### src/rtl/ctbs_pkg.sv
// Shared constants and a bit time function for the CAN bit timing search block.
package ctbs_pkg;

    // Width of the shared divider; one billion fits in 30 bits.
    localparam int DIV_W = 30;
    localparam logic [DIV_W-1:0] NS_PER_SEC = 30'd1000000000;

    localparam int PCLK_W = 29;
    localparam logic [PCLK_W-1:0] PCLK_RESET = 29'd36000000;

    localparam int TARGET_W = 13;
    localparam int ERR_W = 13;
    localparam int NQ_W = 5;
    localparam int SEG1_W = 5;
    localparam int SEG2_W = 4;
    localparam int PRESC_OUT_W = 8;

    localparam logic [SEG1_W-1:0] SEG1_LIMIT = 5'd16;
    localparam logic [SEG1_W-1:0] SEG2_LIMIT = 5'd8;
    localparam logic [ERR_W-1:0] ERR_MAX = 13'd8191;

    localparam logic STATUS_FOUND = 1'b0;
    localparam logic STATUS_NONE = 1'b1;

    localparam logic [1:0] BAUD_125K = 2'd0;
    localparam logic [1:0] BAUD_250K = 2'd1;
    localparam logic [1:0] BAUD_500K = 2'd2;
    localparam logic [1:0] BAUD_1M = 2'd3;

    // Nominal bit time in nanoseconds for each selectable bit rate.
    function automatic logic [TARGET_W-1:0] target_ns(input logic [1:0] sel);
        logic [TARGET_W-1:0] t;
        case (sel)
            BAUD_125K: t = 13'd8000;
            BAUD_250K: t = 13'd4000;
            BAUD_500K: t = 13'd2000;
            BAUD_1M: t = 13'd1000;
            default: t = 13'd1000;
        endcase
        return t;
    endfunction

endpackage

### src/rtl/ctbs_div.sv
// Iterative restoring divider, one quotient bit per cycle.
module ctbs_div (
    input  logic                       aclk,
    input  logic                       aresetn,
    input  logic                       start,
    input  logic [ctbs_pkg::DIV_W-1:0] dividend,
    input  logic [ctbs_pkg::DIV_W-1:0] divisor,
    output logic                       done,
    output logic [ctbs_pkg::DIV_W-1:0] quotient
);
    import ctbs_pkg::*;

    localparam int CNT_W = $clog2(DIV_W);

    logic             busy_reg, busy_next;
    logic             done_reg, done_next;
    logic [CNT_W-1:0] cnt_reg, cnt_next;
    logic [DIV_W-1:0] rem_reg, rem_next;
    logic [DIV_W-1:0] quo_reg, quo_next;
    logic [DIV_W-1:0] den_reg, den_next;
    logic [DIV_W:0]   shifted;
    logic             fits;

    assign shifted = {rem_reg, quo_reg[DIV_W-1]};
    assign fits = shifted >= {1'b0, den_reg};

    always_comb begin
        busy_next = busy_reg;
        done_next = 1'b0;
        cnt_next = cnt_reg;
        rem_next = rem_reg;
        quo_next = quo_reg;
        den_next = den_reg;
        if (start) begin
            busy_next = 1'b1;
            cnt_next = CNT_W'(DIV_W - 1);
            rem_next = '0;
            quo_next = dividend;
            den_next = divisor;
        end else if (busy_reg) begin
            // The remainder stays below the divisor, so the difference fits.
            rem_next = fits ? DIV_W'(shifted - {1'b0, den_reg}) : shifted[DIV_W-1:0];
            quo_next = {quo_reg[DIV_W-2:0], fits};
            if (cnt_reg == '0) begin
                busy_next = 1'b0;
                done_next = 1'b1;
            end else begin
                cnt_next = cnt_reg - 1'b1;
            end
        end
    end

    always_ff @(posedge aclk) begin
        if (!aresetn) begin
            busy_reg <= 1'b0;
            done_reg <= 1'b0;
        end else begin
            busy_reg <= busy_next;
            done_reg <= done_next;
        end
        cnt_reg <= cnt_next;
        rem_reg <= rem_next;
        quo_reg <= quo_next;
        den_reg <= den_next;
    end

    assign done = done_reg;
    assign quotient = quo_reg;

endmodule

### src/rtl/can_bit_timing_search.sv
// Top level of the CAN bit timing search: sequencer around a shared divider.
//
//   Channel   Direction  Ports                                       Beat
//   request   in         s_valid, s_ready, s_baud_select             one bit rate choice
//   result    out        m_valid, m_ready, m_status, m_prescaler_out,
//                        m_seg1_quanta, m_seg2_quanta, m_error_ns    one timing answer
//   config    in         cfg_wr_en, cfg_wr_data                      peripheral clock in Hz
//
// Each prescaler trial runs up to three divisions on one 30-bit divider at one
// quotient bit per cycle, plus an evaluation step. The sweep covers prescalers 1
// to MAX_PRESCALER; a trial that hits zero error ends the sweep early.
// Reset is synchronous and active low; it restores the clock register to
// 36 MHz and empties the result register. A stalled result beat holds in the
// output register while the next request is already accepted and searched.
module can_bit_timing_search #(
    parameter int MAX_PRESCALER = 255,
    parameter int MIN_QUANTA = 8,
    parameter int MAX_QUANTA = 25
) (
    input  logic                             aclk,
    input  logic                             aresetn,
    input  logic                             cfg_wr_en,
    input  logic [ctbs_pkg::PCLK_W-1:0]      cfg_wr_data,
    input  logic                             s_valid,
    output logic                             s_ready,
    input  logic [1:0]                       s_baud_select,
    output logic                             m_valid,
    input  logic                             m_ready,
    output logic                             m_status,
    output logic [ctbs_pkg::PRESC_OUT_W-1:0] m_prescaler_out,
    output logic [ctbs_pkg::SEG1_W-1:0]      m_seg1_quanta,
    output logic [ctbs_pkg::SEG2_W-1:0]      m_seg2_quanta,
    output logic [ctbs_pkg::ERR_W-1:0]       m_error_ns
);
    import ctbs_pkg::*;

    localparam int PW = $clog2(MAX_PRESCALER + 1);
    localparam int ACT_W = TARGET_W + NQ_W;

    // Sequencer states.
    localparam logic [2:0] ST_IDLE = 3'd0;
    localparam logic [2:0] ST_CLK = 3'd1;
    localparam logic [2:0] ST_TQ = 3'd2;
    localparam logic [2:0] ST_NQ = 3'd3;
    localparam logic [2:0] ST_EVAL = 3'd4;
    localparam logic [2:0] ST_OUT = 3'd5;

    logic [2:0]          st_reg, st_next;
    logic [PCLK_W-1:0]   pclk_reg;
    logic [1:0]          sel_reg, sel_next;
    logic [PW-1:0]       p_reg, p_next;
    logic [TARGET_W-1:0] tq_reg, tq_next;
    logic [NQ_W-1:0]     nq_reg, nq_next;
    logic                nq_ok_reg, nq_ok_next;

    logic                found_reg, found_next;
    logic [ERR_W-1:0]    best_err_reg, best_err_next;
    logic [PW-1:0]       best_p_reg, best_p_next;
    logic [SEG1_W-1:0]   best_s1_reg, best_s1_next;
    logic [SEG2_W-1:0]   best_s2_reg, best_s2_next;

    logic                div_start_reg, div_start_next;
    logic [DIV_W-1:0]    div_num_reg, div_num_next;
    logic [DIV_W-1:0]    div_den_reg, div_den_next;
    logic                div_done;
    logic [DIV_W-1:0]    div_quo;

    logic                m_valid_reg, m_valid_next;
    logic                m_status_reg, m_status_next;
    logic [PRESC_OUT_W-1:0] m_presc_reg, m_presc_next;
    logic [SEG1_W-1:0]   m_s1_reg, m_s1_next;
    logic [SEG2_W-1:0]   m_s2_reg, m_s2_next;
    logic [ERR_W-1:0]    m_err_reg, m_err_next;

    // Evaluation of one candidate from the stored quanta count and quantum.
    logic [TARGET_W-1:0] target;
    logic [6:0]          nq_x3;
    logic [SEG1_W-1:0]   s1;
    logic [SEG1_W-1:0]   s2_wide;
    logic                seg_ok;
    logic [ACT_W-1:0]    actual;
    logic [ACT_W-1:0]    err_full;
    logic [ERR_W-1:0]    err_sat;
    logic                take;
    logic                p_last;
    logic [PW-1:0]       p_inc;
    logic [PW+PRESC_OUT_W-1:0] best_p_ext;

    ctbs_div u_div (
        .aclk     (aclk),
        .aresetn  (aresetn),
        .start    (div_start_reg),
        .dividend (div_num_reg),
        .divisor  (div_den_reg),
        .done     (div_done),
        .quotient (div_quo)
    );

    assign target = target_ns(sel_reg);
    assign nq_x3 = {2'b00, nq_reg} * 7'd3;
    assign s1 = nq_x3[6:2];
    assign s2_wide = nq_reg - s1 - 1'b1;
    // Segment 1 within 1..16, at least one quantum left for sync, and
    // segment 2 within 1..8.
    assign seg_ok = nq_ok_reg && (s1 >= 5'd1) && (s1 <= SEG1_LIMIT) && (nq_reg > s1)
                    && (s2_wide >= 5'd1) && (s2_wide <= SEG2_LIMIT);
    assign actual = {{NQ_W{1'b0}}, tq_reg} * {{TARGET_W{1'b0}}, nq_reg};
    assign err_full = (actual > {{NQ_W{1'b0}}, target})
                      ? actual - {{NQ_W{1'b0}}, target}
                      : {{NQ_W{1'b0}}, target} - actual;
    assign err_sat = (err_full > {{NQ_W{1'b0}}, ERR_MAX}) ? ERR_MAX : err_full[ERR_W-1:0];
    assign take = seg_ok && (!found_reg || (err_sat < best_err_reg));
    assign p_last = (p_reg == PW'(MAX_PRESCALER));
    assign p_inc = p_reg + 1'b1;
    assign best_p_ext = {{PRESC_OUT_W{1'b0}}, best_p_reg};

    always_comb begin
        st_next = st_reg;
        sel_next = sel_reg;
        p_next = p_reg;
        tq_next = tq_reg;
        nq_next = nq_reg;
        nq_ok_next = nq_ok_reg;
        found_next = found_reg;
        best_err_next = best_err_reg;
        best_p_next = best_p_reg;
        best_s1_next = best_s1_reg;
        best_s2_next = best_s2_reg;
        div_start_next = 1'b0;
        div_num_next = div_num_reg;
        div_den_next = div_den_reg;
        m_valid_next = m_valid_reg && !m_ready;
        m_status_next = m_status_reg;
        m_presc_next = m_presc_reg;
        m_s1_next = m_s1_reg;
        m_s2_next = m_s2_reg;
        m_err_next = m_err_reg;

        case (st_reg)
            ST_IDLE: begin
                if (s_valid) begin
                    // Start the sweep at prescaler 1: divided clock = pclk / 1.
                    sel_next = s_baud_select;
                    p_next = PW'(1);
                    found_next = 1'b0;
                    best_err_next = '0;
                    best_p_next = '0;
                    best_s1_next = '0;
                    best_s2_next = '0;
                    div_start_next = 1'b1;
                    div_num_next = {{(DIV_W-PCLK_W){1'b0}}, pclk_reg};
                    div_den_next = DIV_W'(1);
                    st_next = ST_CLK;
                end
            end
            ST_CLK: begin
                if (div_done) begin
                    if (div_quo == '0) begin
                        // Divided clock of zero: this prescaler gives no quantum.
                        if (p_last) begin
                            st_next = ST_OUT;
                        end else begin
                            p_next = p_inc;
                            div_start_next = 1'b1;
                            div_num_next = {{(DIV_W-PCLK_W){1'b0}}, pclk_reg};
                            div_den_next = {{(DIV_W-PW){1'b0}}, p_inc};
                        end
                    end else begin
                        div_start_next = 1'b1;
                        div_num_next = NS_PER_SEC;
                        div_den_next = div_quo;
                        st_next = ST_TQ;
                    end
                end
            end
            ST_TQ: begin
                if (div_done) begin
                    if (div_quo == '0) begin
                        if (p_last) begin
                            st_next = ST_OUT;
                        end else begin
                            p_next = p_inc;
                            div_start_next = 1'b1;
                            div_num_next = {{(DIV_W-PCLK_W){1'b0}}, pclk_reg};
                            div_den_next = {{(DIV_W-PW){1'b0}}, p_inc};
                            st_next = ST_CLK;
                        end
                    end else begin
                        // Only the low bits matter: a usable quantum never
                        // exceeds the target bit time.
                        tq_next = div_quo[TARGET_W-1:0];
                        div_start_next = 1'b1;
                        div_num_next = {{(DIV_W-TARGET_W){1'b0}}, target};
                        div_den_next = div_quo;
                        st_next = ST_NQ;
                    end
                end
            end
            ST_NQ: begin
                if (div_done) begin
                    nq_next = div_quo[NQ_W-1:0];
                    nq_ok_next = (div_quo >= DIV_W'(MIN_QUANTA))
                                 && (div_quo <= DIV_W'(MAX_QUANTA));
                    st_next = ST_EVAL;
                end
            end
            ST_EVAL: begin
                if (take) begin
                    found_next = 1'b1;
                    best_err_next = err_sat;
                    best_p_next = p_reg;
                    best_s1_next = s1;
                    best_s2_next = s2_wide[SEG2_W-1:0];
                end
                // An exact match cannot be beaten, so the sweep stops there.
                if ((take && (err_sat == '0)) || p_last) begin
                    st_next = ST_OUT;
                end else begin
                    p_next = p_inc;
                    div_start_next = 1'b1;
                    div_num_next = {{(DIV_W-PCLK_W){1'b0}}, pclk_reg};
                    div_den_next = {{(DIV_W-PW){1'b0}}, p_inc};
                    st_next = ST_CLK;
                end
            end
            ST_OUT: begin
                // Wait here until the output register is free.
                if (!m_valid_reg || m_ready) begin
                    m_valid_next = 1'b1;
                    m_status_next = found_reg ? STATUS_FOUND : STATUS_NONE;
                    m_presc_next = found_reg ? best_p_ext[PRESC_OUT_W-1:0] : '0;
                    m_s1_next = found_reg ? best_s1_reg : '0;
                    m_s2_next = found_reg ? best_s2_reg : '0;
                    m_err_next = found_reg ? best_err_reg : '0;
                    st_next = ST_IDLE;
                end
            end
            default: begin
                st_next = ST_IDLE;
            end
        endcase
    end

    always_ff @(posedge aclk) begin
        if (!aresetn) begin
            st_reg <= ST_IDLE;
            pclk_reg <= PCLK_RESET;
            div_start_reg <= 1'b0;
            m_valid_reg <= 1'b0;
            found_reg <= 1'b0;
        end else begin
            st_reg <= st_next;
            if (cfg_wr_en) begin
                pclk_reg <= cfg_wr_data;
            end
            div_start_reg <= div_start_next;
            m_valid_reg <= m_valid_next;
            found_reg <= found_next;
        end
        sel_reg <= sel_next;
        p_reg <= p_next;
        tq_reg <= tq_next;
        nq_reg <= nq_next;
        nq_ok_reg <= nq_ok_next;
        best_err_reg <= best_err_next;
        best_p_reg <= best_p_next;
        best_s1_reg <= best_s1_next;
        best_s2_reg <= best_s2_next;
        div_num_reg <= div_num_next;
        div_den_reg <= div_den_next;
        m_status_reg <= m_status_next;
        m_presc_reg <= m_presc_next;
        m_s1_reg <= m_s1_next;
        m_s2_reg <= m_s2_next;
        m_err_reg <= m_err_next;
    end

    assign s_ready = (st_reg == ST_IDLE);
    assign m_valid = m_valid_reg;
    assign m_status = m_status_reg;
    assign m_prescaler_out = m_presc_reg;
    assign m_seg1_quanta = m_s1_reg;
    assign m_seg2_quanta = m_s2_reg;
    assign m_error_ns = m_err_reg;

endmodule

### config.mk
export PLATFORM = sky130hd
export DESIGN_NAME = can_bit_timing_search
export DESIGN_NICKNAME = d
export VERILOG_FILES = /design/src/rtl/ctbs_pkg.sv /design/src/rtl/ctbs_div.sv /design/src/rtl/can_bit_timing_search.sv
export SDC_FILE = /design/constraint.sdc
export NUM_CORES = 1
export LEC_CHECK = 0
export BUFFER_PORTS_ARGS = -buffer_cell sky130_fd_sc_hd__buf_2
export CELL_PAD_IN_SITES_DETAIL_PLACEMENT = 0
export CELL_PAD_IN_SITES_GLOBAL_PLACEMENT = 1
export CORE_ASPECT_RATIO = 0.9
export CORE_MARGIN = 2
export CORE_UTILIZATION = 50
export DETAILED_ROUTE_END_ITERATION = 8
export GPL_TIMING_DRIVEN = 1
export MAX_ROUTING_LAYER = met4
export PLACE_DENSITY = 0.89
export RECOVER_POWER = 50
export SLEW_MARGIN = 15
export SYNTH_ARGS = -nofsm -noshare
export SYNTH_HDL_FRONTEND = slang
export SYNTH_SLANG_ARGS = --single-unit
### constraint.sdc
create_clock -name aclk -period 12.2 [get_ports aclk]
set_input_delay 1.83 -clock aclk [delete_from_list [all_inputs] [get_ports aclk]]
set_output_delay 1.83 -clock aclk [all_outputs]
set_load 0.1 [all_outputs]
* Yosys cells after proc, flatten, opt, wreduce, memory -nomap -nowiden
Index checks and enable logic that the tools add are counted.
Storage, ports and cells: output and inout bits 33, bits in registers 282, logic and storage cells 173
Cells by class: muxes and demuxes 65, multiply operators 2, magnitude comparators 11, reductions and logical operators 36, add/sub/neg operators 7, bitwise logic cells 4, eq/ne operators 21
Operators by type and width (count):
- 2-to-1 mux 30 bit | 15
- one-hot mux 30 bit (4 select lines) | 1
- one-hot mux 30 bit (3 select lines) | 1
- 2-to-1 mux 8 bit | 7
- one-hot mux 13 bit (4 select lines) | 1
- 2-to-1 mux 13 bit | 3
- >= comparator 31 x 30 -> 1 bit | 1
- >= comparator 30 x 4 -> 1 bit, second input constant | 1
- less-or-equal comparator 30 x 5 -> 1 bit, second input constant | 1
- zero test 30 bit | 1
- 2-to-1 mux 3 bit | 10
- subtractor 30 bit | 1
- one-hot mux 13 bit (2 select lines) | 1
- one-hot mux 8 bit (3 select lines) | 1
- greater-than comparator 18 x 13 -> 1 bit | 1
- greater-than comparator 18 x 13 -> 1 bit, second input constant | 1
- multiplier 13 x 5 -> 18 bit | 1
- 2-to-1 mux 18 bit | 1
- one-hot mux 3 bit (6 select lines) | 1
- subtractor 13 x 18 -> 18 bit | 1
- subtractor 18 x 13 -> 18 bit | 1
- one-hot mux 8 bit (2 select lines) | 1
- 2-to-1 mux 1 bit | 14
- zero test 13 bit | 1
- other kinds (40) | 78

* Depth between registers and ports, before layout
depth in word-level cells 13, mapped depth 38, depth with buffers taken out 36

* Cells and area by module
From an unflattened synthesis, not the netlist that was laid out.
Second synthesis, totals: cell total of the unflattened synthesis 1637, area total of the unflattened synthesis 16962.5 um^2
By module, submodules not included:
- can_bit_timing_search | cells each 1072, area an instance 11245.8 um^2, instances 1, seq. area each 5205.0 um^2
- ctbs_div | cells each 565, area an instance 5716.7 um^2, instances 1, seq. area each 2542.4 um^2

* Least setup slack after synthesis
OpenSTA, ideal clock, no wires.
path type reg-to-reg, start point reg nq_reg[4], end point reg div_num_reg[0] (enable), cell stages (with the launch flop) 37, buffers on the path 3, slack 3083 ps, arrival time 8700 ps, required time 11783 ps, cells stage by stage edfxtp_1 -> clkbuf_1 -> and2_1 -> fa_1 -> fa_1 -> inv_1 -> fa_1 -> inv_1 -> ha_1 -> a2111oi_2 -> o21ai_1 -> a31oi_1 -> o21bai_1 -> xnor2_1 -> ha_1 -> clkbuf_1 -> and2_2 -> nand2_1 -> or4_4 -> o21ai_4 -> and3_1 -> buf_6 -> mux2i_1 -> xor2_1 -> nand2_1 -> ha_1 -> a21o_1 -> a21o_1 -> a21o_1 -> a21o_1 -> a211oi_1 -> nor3_1 -> a2111oi_0 -> o2111ai_1 -> a21oi_1 -> and4_4 -> nor2_1
On the way: longest elaborated chain between the ends 12
Ends and longest elaborated chain:
- start: declaration | line can_bit_timing_search.sv:53 | logic [NQ_W-1:0] nq_reg, nq_next;
- start signal: assignment | line can_bit_timing_search.sv:263 | nq_reg <= nq_next;
- multiplier 13 x 5 -> 18 bit (*) | line can_bit_timing_search.sv:107 | assign actual = {{NQ_W{1'b0}}, tq_reg} * {{TARGET_W{1'b0}}, nq_reg};
- subtractor 13 x 18 -> 18 bit (tied with other cells) | line can_bit_timing_search.sv:110 | : {{NQ_W{1'b0}}, target} - actual;
- 2-to-1 mux 18 bit (*) | line can_bit_timing_search.sv:109 | ? actual - {{NQ_W{1'b0}}, target}
- greater-than comparator 18 x 13 -> 1 bit | line can_bit_timing_search.sv:111 | assign err_sat = (err_full > {{NQ_W{1'b0}}, ERR_MAX}) ? ERR_MAX : err_full[ERR_W-1:0];
- 2-to-1 mux 13 bit (*) | line can_bit_timing_search.sv:111
- net err_sat[6] | line can_bit_timing_search.sv:83 | logic [ERR_W-1:0] err_sat;
- < comparator 13 bit | line can_bit_timing_search.sv:112 | assign take = seg_ok && (!found_reg || (err_sat < best_err_reg));
- logical OR 1 bit | line can_bit_timing_search.sv:112
- logical AND 1 bit | line can_bit_timing_search.sv:112
- logical AND 1 bit (*) | line can_bit_timing_search.sv:216 | if ((take && (err_sat == '0)) || p_last) begin
- logical OR 1 bit (*) | line can_bit_timing_search.sv:216
- != test 2 bit (no line) (*)
- AND reduction 5 bit (no line) (*)
- end signal: assignment | line can_bit_timing_search.sv:269 | div_num_reg <= div_num_next;
- end: declaration | line can_bit_timing_search.sv:63 | logic [DIV_W-1:0] div_num_reg, div_num_next;
The timed path passes the listed nets; every way through them passes the cells marked *. A chain may end at the register's enable or synchronous reset.

* Worst setup path after layout
start point reg nq_reg[3], end point reg div_den_reg[5] (enable)
On the way: longest elaborated chain between the ends 12
Ends and longest elaborated chain:
- multiplier 13 x 5 -> 18 bit (*) | line can_bit_timing_search.sv:107
- subtractor 13 x 18 -> 18 bit (tied with other cells) | line can_bit_timing_search.sv:110
- 2-to-1 mux 18 bit (*) | line can_bit_timing_search.sv:109
- greater-than comparator 18 x 13 -> 1 bit | line can_bit_timing_search.sv:111
- 2-to-1 mux 13 bit (*) | line can_bit_timing_search.sv:111
- net err_sat[6] | line can_bit_timing_search.sv:83
- < comparator 13 bit | line can_bit_timing_search.sv:112
- logical OR 1 bit | line can_bit_timing_search.sv:112
- logical AND 1 bit | line can_bit_timing_search.sv:112
- logical AND 1 bit (*) | line can_bit_timing_search.sv:216
- logical OR 1 bit (*) | line can_bit_timing_search.sv:216
- != test 2 bit (no line) (*)
- AND reduction 5 bit (no line) (*)
- end signal: assignment | line can_bit_timing_search.sv:270 | div_den_reg <= div_den_next;
- end: declaration | line can_bit_timing_search.sv:64 | logic [DIV_W-1:0] div_den_reg, div_den_next;
Marked as above.

==> flow_summary.toml <==
[status]
status = "complete, but fails checks"
violations = "capacitance limit, slew limit"

[place]
postPlaceCellArea_um2 = 17600
place_ws_ps = 2450
dp_hpwl_um = 28200
placedCellCount = 2065
place.gp.congestion = 0.878
io_buffers = 68

[clocking]
cts-htree-levels = 1
cts_root_buf = "clkbuf_16"
cts.path.max_buffers = 3
cts_sinks = 282
path_clk_slew_ps = 60
cts_tree = "done"
post_cts_resized = 0
postCtsSetupRepairBufs = 0
cts_buffers = 30
hold_buffers = 0
clk_latency_ps = 590

[yosys]
syn-instance-count = 1635
synth.net_count = 1805
ys_types = 94
ys_warn_count = 0
yosysSeqAreaShare = 0.458
synth_edf_count = 210
synth-seq-cells = 282
synthFlopType = "edfxtp_1"
syn_avg_cell_area_um2 = 10.4
syn-cell-area_um2 = 16900
async_flop_share = 0

[hold_path]
min_path_type = "reg2reg"

[sta]
setup-tns-final_ps = 0
worstMarginPinSlew_ps = 3260
rsz0062_at_grt = "no"
worst_slack_ps = 2310
slew-limit-headroom = -1.18
fmax_mhz = 101
fin_crit_ps = 9890
skew_ps = 30.3
finalSetupViolCount = 0
finalHoldViolations = 0
fin_crit_sh = 0.810
slew_violations = 155

[layout]
nNetsFinal = 1845
antenna_cells = 0
fin_area_um2 = 18500
drive_gt1_frac = 0.112
fillers = 2840
syn2layout_area_growth_pct = 9.54
final_cells = 2121

[die]
die_h_um = 179
num_io_pins = 69
fp-row-count = 63
initial_core_util = 0.511
die_area_um2 = 35300
die-width_um = 198
design.core.area_um2 = 33100

[critical_path]
critPathLaunch = "nq_reg[3]$_DFFE_PP_"
startpoint_type = "flip-flop"
crit_path_end_kind = "flip-flop"
critPathRequiredTime_ps = 12490
crit_type = "reg2reg"
regToRegSetupSlack_ps = 2310
worstPathArrival_ps = 10180
slowest_stage = "edfxtp_1"
cpPeakStageDelay_ps = 740
cp_common_cell = "a21o_1"
rr_worst_depth = 34
critPathCapture = "div_den_reg[5]$_DFFE_PP_"
path_max_fanout = 30
r2r_end = "div_den_reg[5]$_DFFE_PP_"
r2r_start = "nq_reg[3]$_DFFE_PP_"

[global_routing]
antenna_found_initial = 0
grt_pass1_vias = 11600
grt_usage = 0.225
grt_start_max_net_pins = 63
grt_overflow_total = 0
grt_pass1_wl_um = 61400

[flow_run]
maxCapViolCount = 5

[routing]
drt_iter0_markers = 1193
wire_per_inst_um = 18.1
vias = 12300
drtAntennaViolNets = 0
viasPerCell = 5.80
drcViolationCount = 0
drtPass1Iterations = 6
wl_um = 38300

[pwr]
power_density_nw_per_um2 = 167
irDropWorstVdd_v = 0.000105
leakage_nw = 7.62
## power breakdown
group	internal, W	switching, W	total [W]
Clock	0.000514	0.000375	0.000889
Combinational	0.000360	0.000539	0.000899
Sequential	0.00121	0.000108	0.00131
## stage by stage
stage               hold slack (ps)  utilization  total power [W]
floorplan                       400            -          0.00200
global placement                403        0.531          0.00220
detailed placement              405        0.531          0.00222
CTS                             413        0.561          0.00311
global route                    410        0.560          0.00328
finish                          408        0.560          0.00310
## worst min-delay path by stage
stage                                    from                           to  depth (start not counted)
detailed placement  div_den_reg[15]$_DFFE_PP_  u_div.den_reg[15]$_DFFE_PP_                          0
finish               div_den_reg[2]$_DFFE_PP_   u_div.den_reg[2]$_DFFE_PP_                          0
global placement     div_den_reg[3]$_DFFE_PP_   u_div.den_reg[3]$_DFFE_PP_                          0
global route         div_den_reg[4]$_DFFE_PP_   u_div.den_reg[4]$_DFFE_PP_                          0
floorplan            div_den_reg[0]$_DFFE_PP_   u_div.den_reg[0]$_DFFE_PP_                          0
CTS                  div_den_reg[4]$_DFFE_PP_   u_div.den_reg[4]$_DFFE_PP_                          0
## critical path, delay by kind of cell, from the launching register on
| family | cells | cell delay, ps |
|---|---|---|
| DFF | 1 | 740 |
| buffers and inverters | 3 | 380 |
| and+or+nand+nor | 9 | 2230 |
| muxes | 1 | 270 |
| AOI/OAI and AO/OA | 13 | 2840 |
| adders and majority gates | 6 | 2710 |
| xor gates and xnor gates | 2 | 390 |
## placed cells by master, fill, tap and decap left out, types with 62 or more instances in the layout
cell type	synthesis	final
nand2_1	144	144
dfxtp_1	72	71
a21oi_1	77	75
nor2_1	145	143
ha_1	97	97
inv_1	119	119
o21ai_0	63	62
and2_1	76	62
buf_2	4	64
edfxtp_1	210	210
## routing by layer
metal	global-route usage	up-vias	wire length (µm)
li1	-	5970	-
met4	0.0583	0	811
met1	0.325	5925	18300
met5	-	-	0
met3	0.0316	58	2320
met2	0.335	345	16900
## cell families (layout without fill, tap and decap cells)
family          Yosys count  in the layout  synth area share
flops                   282            282             0.458
buf+inv                 189            253            0.0442
compound gates          330            330             0.136
simple gates            575            575             0.173
mux                      72             72            0.0456
xor+xnor                 53             53            0.0279
fa+ha+maj               134            134             0.115
## layout make-up
type,count,area [µm²],area share
Clock buffer,47,875,0.0472
Clock inverter,9,97.6,0.00526
Inverter,120,450,0.0243
Multi-Input combinational cell,1164,8450,0.456
Sequential cell,282,7750,0.418
Tap cell,422,528,0.0285
Timing Repair Buffer,77,392,0.0211
## cell usage after synthesis (all sizes together) (22+ instances only)
cell type	count	area, µm²
edfxtp	210	6310
nor2	146	551
nand2	144	541
inv	119	447
ha	97	1210
a21oi	79	410
and2	77	483
dfxtp	72	1440
o21ai	69	357
clkbuf	57	214
and3	48	300
a21o	41	308
mux2i	41	423
fa	37	741
nor3	33	190
mux2	31	349
xnor2	31	279
nand3	30	155
a311oi	27	243
xor2	22	193
(Power assumes the default switching activity.)
